**config.mk**
```make
export PLATFORM = sky130hd
export DESIGN_NAME = lru_key_value_cache
export DESIGN_NICKNAME = d
export VERILOG_FILES = /design/src/lrukv_pkg.sv /design/src/lrukv_core.sv /design/src/lru_key_value_cache.sv
export SDC_FILE = /design/constraint.sdc
export NUM_CORES = 2
export LEC_CHECK = 0
export BUFFER_PORTS_ARGS = -buffer_cell sky130_fd_sc_hd__buf_2
export CORE_UTILIZATION = 45
export CTS_BUF_LIST = sky130_fd_sc_hd__clkbuf_8
export DETAILED_ROUTE_END_ITERATION = 7
export GPL_ROUTABILITY_DRIVEN = 0
export PLACE_DENSITY = 0.71
export RECOVER_POWER = 25
export SYNTH_ARGS = -nofsm -noshare
export SYNTH_HDL_FRONTEND = slang
export SYNTH_SLANG_ARGS = --single-unit
```
**constraint.sdc**
```tcl
create_clock -name clk -period 18.14 [get_ports clk]
set_clock_uncertainty 0.05 [all_clocks]
set_input_delay 0.907 -clock clk [delete_from_list [all_inputs] [get_ports clk]]
set_output_delay 0.907 -clock clk [all_outputs]
set_load 0.02 [all_outputs]
```
**src/lrukv_pkg.sv**
```systemverilog
// ---------------------------------------------------------------------------
// LRU key-value cache package
// Sizes, item types and codes shared by the cache modules.
// ---------------------------------------------------------------------------
package lrukv_pkg;

	localparam int ENTRIES = 16;
	localparam int RANK_W  = (ENTRIES > 1) ? $clog2(ENTRIES) : 1;
	localparam int CNT_W   = $clog2(ENTRIES + 1);
	localparam int CAP_W   = 5;
	localparam int CMP_W   = (CNT_W > CAP_W) ? CNT_W : CAP_W;

	localparam logic [CAP_W-1:0] CAP_RESET = CAP_W'(16);
	localparam logic signed [31:0] READ_MISS = -32'sd1;

	typedef enum logic {
		ACT_LOOKUP = 1'b0,
		ACT_WRITE  = 1'b1
	} action_t;

	typedef struct packed {
		action_t            action;
		logic signed [31:0] key;
		logic signed [31:0] value;
	} in_item_t;

	typedef struct packed {
		logic               found;
		logic signed [31:0] read_value;
	} out_item_t;

endpackage

```
**src/lrukv_core.sv**
```systemverilog
// ---------------------------------------------------------------------------
// LRU key-value cache core
// Entry store with parallel key match, recency ranks and replacement.
// ---------------------------------------------------------------------------
module lrukv_core (
	input  logic                            clk,
	input  logic                            arst_n,
	input  logic                            fire,
	input  lrukv_pkg::in_item_t             item,
	input  logic [lrukv_pkg::CAP_W-1:0]     capacity,
	output lrukv_pkg::out_item_t            result
);

	logic [lrukv_pkg::ENTRIES-1:0]                          valid_q;
	logic signed [31:0]                                     key_q  [lrukv_pkg::ENTRIES];
	logic signed [31:0]                                     data_q [lrukv_pkg::ENTRIES];
	logic [lrukv_pkg::RANK_W-1:0]                           rank_q [lrukv_pkg::ENTRIES];
	logic [lrukv_pkg::CNT_W-1:0]                            occ_q;

	logic [lrukv_pkg::ENTRIES-1:0] hit_vec;
	logic [lrukv_pkg::ENTRIES-1:0] victim_vec;
	logic [lrukv_pkg::ENTRIES-1:0] free_vec;
	logic [lrukv_pkg::ENTRIES-1:0] tgt_vec;
	logic                          hit;
	logic                          full;
	logic                          is_write;
	logic                          do_update;
	logic                          do_insert;
	logic [lrukv_pkg::RANK_W-1:0]  hit_rank;
	logic signed [31:0]            hit_data;
	logic [lrukv_pkg::CMP_W-1:0]   eff_cap;
	logic [lrukv_pkg::CNT_W-1:0]   ref_rank;
	logic [lrukv_pkg::CNT_W-1:0]   last_rank;

	assign is_write  = (item.action == lrukv_pkg::ACT_WRITE);
	assign last_rank = occ_q - lrukv_pkg::CNT_W'(1);

	always_comb begin
		hit_rank = '0;
		hit_data = '0;
		for (int i = 0; i < lrukv_pkg::ENTRIES; i++) begin
			hit_vec[i]    = valid_q[i] && (key_q[i] == item.key);
			victim_vec[i] = valid_q[i] && (lrukv_pkg::CNT_W'(rank_q[i]) == last_rank);
			hit_rank      = hit_rank | (rank_q[i] & {lrukv_pkg::RANK_W{hit_vec[i]}});
			hit_data      = hit_data | (data_q[i] & {32{hit_vec[i]}});
		end
		hit = |hit_vec;
	end

	always_comb begin
		logic taken;
		taken = 1'b0;
		for (int i = 0; i < lrukv_pkg::ENTRIES; i++) begin
			free_vec[i] = !valid_q[i] && !taken;
			taken       = taken || !valid_q[i];
		end
	end

	always_comb begin
		if (capacity == '0) begin
			eff_cap = lrukv_pkg::CMP_W'(1);
		end else if (lrukv_pkg::CMP_W'(capacity) > lrukv_pkg::CMP_W'(lrukv_pkg::ENTRIES)) begin
			eff_cap = lrukv_pkg::CMP_W'(lrukv_pkg::ENTRIES);
		end else begin
			eff_cap = lrukv_pkg::CMP_W'(capacity);
		end
	end

	assign full = (lrukv_pkg::CMP_W'(occ_q) >= eff_cap);

	always_comb begin
		priority if (hit) begin
			tgt_vec  = hit_vec;
			ref_rank = lrukv_pkg::CNT_W'(hit_rank);
		end else if (full) begin
			tgt_vec  = victim_vec;
			ref_rank = last_rank;
		end else begin
			tgt_vec  = free_vec;
			ref_rank = occ_q;
		end
	end

	assign do_update = fire && (hit || is_write);
	assign do_insert = fire && is_write && !hit && !full;

	always_ff @(posedge clk or negedge arst_n) begin
		if (!arst_n) begin
			valid_q <= '0;
			occ_q   <= '0;
		end else if (do_insert) begin
			valid_q <= valid_q | free_vec;
			occ_q   <= occ_q + lrukv_pkg::CNT_W'(1);
		end
	end

	always_ff @(posedge clk) begin
		for (int i = 0; i < lrukv_pkg::ENTRIES; i++) begin
			if (do_update) begin
				if (tgt_vec[i]) begin
					rank_q[i] <= '0;
				end else if (valid_q[i] && (lrukv_pkg::CNT_W'(rank_q[i]) < ref_rank)) begin
					rank_q[i] <= rank_q[i] + lrukv_pkg::RANK_W'(1);
				end
			end
			if (fire && is_write && tgt_vec[i]) begin
				key_q[i]  <= item.key;
				data_q[i] <= item.value;
			end
		end
	end

	always_comb begin
		result.found = hit;
		unique case (item.action)
			lrukv_pkg::ACT_LOOKUP: result.read_value = hit ? hit_data : lrukv_pkg::READ_MISS;
			lrukv_pkg::ACT_WRITE:  result.read_value = '0;
			default:               result.read_value = '0;
		endcase
	end

endmodule

```
**src/lru_key_value_cache.sv**
```systemverilog
// Path: an accepted item is loaded into the input register, and its result is loaded
// into the result register when no result is waiting there.
// Throughput: one item per cycle while the consumer takes every result; while a result
// waits, the input register takes one more item and then the input stalls.
// Reset: asynchronous, active low; the store empties and capacity returns to 16.
// ---------------------------------------------------------------------------
// LRU key-value cache
// Fully associative key-value store with least-recently-used replacement.
// ---------------------------------------------------------------------------
module lru_key_value_cache (
	input  logic                        clk,
	input  logic                        arst_n,
	input  logic                        in_valid,
	output logic                        in_ready,
	input  lrukv_pkg::in_item_t         in_item,
	output logic                        out_valid,
	input  logic                        out_ready,
	output lrukv_pkg::out_item_t        out_item,
	input  logic                        cfg_wr_en,
	input  logic [lrukv_pkg::CAP_W-1:0] cfg_wr_data
);

	lrukv_pkg::in_item_t         item_s1;
	logic                        valid_s1;
	lrukv_pkg::out_item_t        result;
	lrukv_pkg::out_item_t        out_item_q;
	logic                        out_valid_q;
	logic [lrukv_pkg::CAP_W-1:0] cap_q;
	logic                        advance;
	logic                        fire;

	assign advance  = !out_valid_q || out_ready;
	assign fire     = valid_s1 && advance;
	assign in_ready = !valid_s1 || advance;

	always_ff @(posedge clk or negedge arst_n) begin
		if (!arst_n) begin
			cap_q <= lrukv_pkg::CAP_RESET;
		end else if (cfg_wr_en) begin
			cap_q <= cfg_wr_data;
		end
	end

	always_ff @(posedge clk or negedge arst_n) begin
		if (!arst_n) begin
			valid_s1    <= 1'b0;
			out_valid_q <= 1'b0;
		end else begin
			if (in_ready) begin
				valid_s1 <= in_valid;
			end
			if (fire) begin
				out_valid_q <= 1'b1;
			end else if (out_ready) begin
				out_valid_q <= 1'b0;
			end
		end
	end

	always_ff @(posedge clk) begin
		if (in_valid && in_ready) begin
			item_s1 <= in_item;
		end
		if (fire) begin
			out_item_q <= result;
		end
	end

	lrukv_core u_core (
		.clk      (clk),
		.arst_n   (arst_n),
		.fire     (fire),
		.item     (item_s1),
		.capacity (cap_q),
		.result   (result)
	);

	assign out_valid = out_valid_q;
	assign out_item  = out_item_q;

endmodule

```
==> impl_metrics.tcl <==
set metrics [dict create \
    status "complete, but fails checks" \
    violations "capacitance limit, slew limit" \
    crit_type "flop to flop" \
    clock-root-buffer "clkbuf_8" \
    cp_top_family "simple AND/OR/NAND/NOR gates" \
    ant_nets 0 \
    netlist_area_sq_mm 0.0506 \
    chipHeight_um 337 \
    worstHoldPathType "input port to flop" \
    tightest_slew_ns 2.24 \
    dr.pass1.iters 6 \
    maxCapViolCount 3 \
    rsz0062_at_grt "no" \
    cts_made_buffers 192 \
    setup_viol 0 \
    period_share_pct 44.0 \
    clock.fmax_mhz 125 \
    synth_top_family_by_area "XOR/XNOR gates" \
    p_leak_uw 0.0179 \
    core_area_sq_mm 0.111 \
    clk_latency_ns 0.88 \
    viasPerCell 5.91 \
    initial_utilization_pct 45.5 \
    drt_iter0_drc 3691 \
    track_usage_pct 23.4 \
    dieArea_sq_mm 0.114 \
    synth_nets 3254 \
    grt_first_pass_wirelength_um 193000 \
    grt_max_degree 65 \
    ios 110 \
    area_growth_pct 11.3 \
    synth_area_per_cell_sq_um 16.2 \
    final_cells 4991 \
    cts.sinks 1214 \
    dp_hpwl_um 72600 \
    placed_area_sq_mm 0.0528 \
    nets 3472 \
    hold_ws_ns 0.158 \
    numPortBuffers 109 \
    path_buf_inv 2 \
    first_global_vias 28700 \
    routed_wl_um 133000 \
    synth-edff-count 1186 \
    p_per_area_mw_per_mm2 117 \
    antenna_found_initial 6 \
    path_clk_slew_ns 0.06 \
    drive_gt1_share_pct 13.7 \
    end_kind "flop" \
    slowest_delay_ns 1.43 \
    grt-ovfl-total 0 \
    synthAdderAreaFrac_pct 1.38 \
    fill_cells 9100 \
    cts_tree "built" \
    dpl.cell_count 4635 \
    netlist_instances 3124 \
    ys.warnings.count 0 \
    worst_slew_margin_rel_pct -49.2 \
    clockBufferDepth 3 \
    synth_cell_types 71 \
    post-cts-setup-buffers 0 \
    cp.arrival_ns 8.46 \
    wl_per_cell_um 26.7 \
    hold_viol_final 0 \
    vias 29500 \
    worstPathMaxFanout 38 \
    cp-start-kind "flop" \
    ys_ff_latch 1214 \
    fin_setup_tns_ns 0 \
    htree_levels 4 \
    irDropWorstVdd_mv 0.0858 \
    die_w_um 337 \
    critPathRequiredTime_ns 18.62 \
    drc_errors 0 \
    std_cell_rows 122 \
    synth-simple-area-share_pct 6.12 \
    period_needed_ns 7.98 \
    synth_xor_area_share_pct 10.4 \
    cpMaxStageDelayCell "clkbuf_1" \
    async_flop_share_pct 2.31 \
    synth-seq-area-share_pct 71.8 \
    ys.flop_type "edfxtp_1" \
    cp_cell_sequence "clkbuf_1 -> xnor2_1 -> nand4_1 -> nor2_1 -> and4_2 -> buf_4 -> nor4_1 -> and4_1 -> o21ai_0 -> o21ai_1 -> ha_1 -> a21o_1 -> or3_1 -> o32ai_1 -> o31ai_2 -> a21oi_1" \
    slew_viol_final 88 \
    synth_mux_area_share_pct 0.129 \
    synth_compound_area_share_pct 7.91 \
    fin_area_sq_mm 0.0563 \
]
[path summary, 6_finish.rpt]
check	from	endpoint	slack (ns)	depth (start not counted)
max	item_s1[55]	u_core.rank_q[0][1]	10.16	16
min	in_item[16]	item_s1[16]	0.16	1
max reg2reg	item_s1[55]	u_core.rank_q[0][1]	10.16	16
min reg2reg	valid_s1	out_valid	0.43	1
max in group asynchronous	arst_n	u_core.valid_q[9]	17.05	2
min in group asynchronous	arst_n	cap_q[0]	0.55	2
[state kept, by name, indices dropped and copies added (netlist names)]
register        count
u_core.data_q     512
u_core.key_q      512
u_core.rank_q      64
cap_q               5
out_item           33
valid_s1            1
u_core.valid_q     16
out_valid           1
item_s1            65
u_core.occ_q        5
[Yosys cell counts (3+ instances only)]
| cell type | count | area [sq um] |
|---|---|---|
| a211oi_1 | 18 | 135 |
| a21o_1 | 13 | 97.6 |
| a21oi_1 | 35 | 175 |
| a221oi_1 | 109 | 955 |
| a22o_1 | 108 | 946 |
| a22oi_1 | 72 | 541 |
| a41oi_1 | 32 | 280 |
| and2_0 | 3 | 18.8 |
| and2_1 | 11 | 68.8 |
| and3_1 | 37 | 231 |
| and4_1 | 12 | 105 |
| buf_1 | 20 | 75.1 |
| buf_2 | 21 | 105 |
| buf_4 | 36 | 270 |
| buf_6 | 32 | 360 |
| clkbuf_1 | 59 | 221 |
| dfrtp_1 | 27 | 676 |
| edfxtp_1 | 1186 | 35600 |
| ha_1 | 55 | 688 |
| inv_1 | 40 | 150 |
| mux2_2 | 4 | 45.0 |
| nand2_1 | 51 | 191 |
| nand2b_1 | 13 | 81.3 |
| nand3_1 | 54 | 270 |
| nand4_1 | 101 | 632 |
| nor2_1 | 69 | 259 |
| nor2b_1 | 8 | 50.1 |
| nor3_1 | 71 | 355 |
| nor3b_1 | 24 | 180 |
| nor4_1 | 57 | 357 |
| nor4_2 | 3 | 37.5 |
| o2111ai_1 | 3 | 26.3 |
| o21a_1 | 16 | 120 |
| o21ai_0 | 28 | 140 |
| o21bai_1 | 8 | 60.1 |
| o221ai_1 | 4 | 35.0 |
| o31ai_1 | 6 | 45.0 |
| o31ai_2 | 15 | 188 |
| o32ai_1 | 5 | 43.8 |
| o41ai_1 | 6 | 52.6 |
| or3_1 | 14 | 87.6 |
| or4_1 | 4 | 30.0 |
| xnor2_1 | 408 | 3570 |
| xor2_1 | 190 | 1660 |
[cells in the final DEF, fill, tap and decap left out, drive strengths merged, types with 16 or more instances in the layout]
| cell | netlist | final |
|---|---|---|
| ha | 55 | 55 |
| edfxtp | 1186 | 1186 |
| a221oi | 109 | 109 |
| clkinv | 0 | 69 |
| o31ai | 21 | 21 |
| nand2 | 51 | 51 |
| and3 | 37 | 37 |
| inv | 40 | 116 |
| buf | 109 | 180 |
| a22o | 108 | 108 |
| a21oi | 35 | 35 |
| a41oi | 32 | 32 |
| nor3b | 24 | 24 |
| a211oi | 18 | 18 |
| nor2 | 71 | 71 |
| xor2 | 190 | 190 |
| nand4 | 103 | 103 |
| nor3 | 71 | 71 |
| a22oi | 72 | 72 |
| dfrtp | 27 | 27 |
| nor4 | 61 | 61 |
| o21ai | 29 | 29 |
| nand3 | 54 | 54 |
| clkbuf | 60 | 209 |
| o21a | 16 | 16 |
| xnor2 | 408 | 408 |
[repair_timing]
action                                 in CTS  in global routing
hold buffers                                1                  0
endpoints found under the hold margin      27                  0
gates resized for setup                     0                  0
[per-layer routing]
| metal | vias to the layer above | track usage (%) | routed length (um) |
|---|---|---|---|
| met4 | 4 | 9.54 | 4580 |
| met5 | - | 0 | 27 |
| met2 | 1708 | 35.8 | 60400 |
| li1 | 12700 | - | - |
| met1 | 14800 | 33.0 | 54800 |
| met3 | 282 | 4.49 | 13500 |
[metrics by stage]
| stage | setup slack, ns | util [%] | total power [uW] |
|---|---|---|---|
| 5_1_grt | 9.92 | 50.7 | 6850 |
| 3_5_place_dp | 11.40 | 47.5 | 4480 |
| 4_1_cts | 11.41 | 50.7 | 6610 |
| 3_3_place_gp | 11.55 | 47.5 | 4440 |
| 2_1_floorplan | 11.37 | - | 4150 |
| 6_report | 10.16 | 50.7 | 6600 |
[cells by family (layout without fill, tap and decap cells)]
family / count (synthesis) / after routing
buffers and inverters: 209 / 587
XOR/XNOR: 598 / 598
AND/OR/NAND/NOR: 546 / 546
multiplexers: 6 / 6
other: 0 / 1
AO/OA/AOI/OAI: 495 / 495
flip-flops: 1214 / 1214
adder cells (fa/ha/maj): 56 / 56
[area by class of cell]
type                    instances  area [sq um]  share of cell area [%]
inverters                      40           150                   0.267
clock buffers                 197          2710                    4.81
repair buffers                193          1150                    2.05
clock inverters               157           847                    1.50
multi-input cells            1701         13300                    23.6
flip-flops and latches       1214         36300                    64.5
diodes                          1          2.50                 0.00444
well taps                    1488          1860                    3.30
[power breakdown]
| part | internal (uW) | leakage (uW) | switching [uW] |
|---|---|---|---|
| combinational | 368 | 0.00480 | 716 |
| sequential | 3240 | 0.0111 | 114 |
| clock | 1090 | 0.00205 | 1070 |
| total | 4700 | 0.0179 | 1900 |
Note: power is estimated with default switching activity, not from simulation.
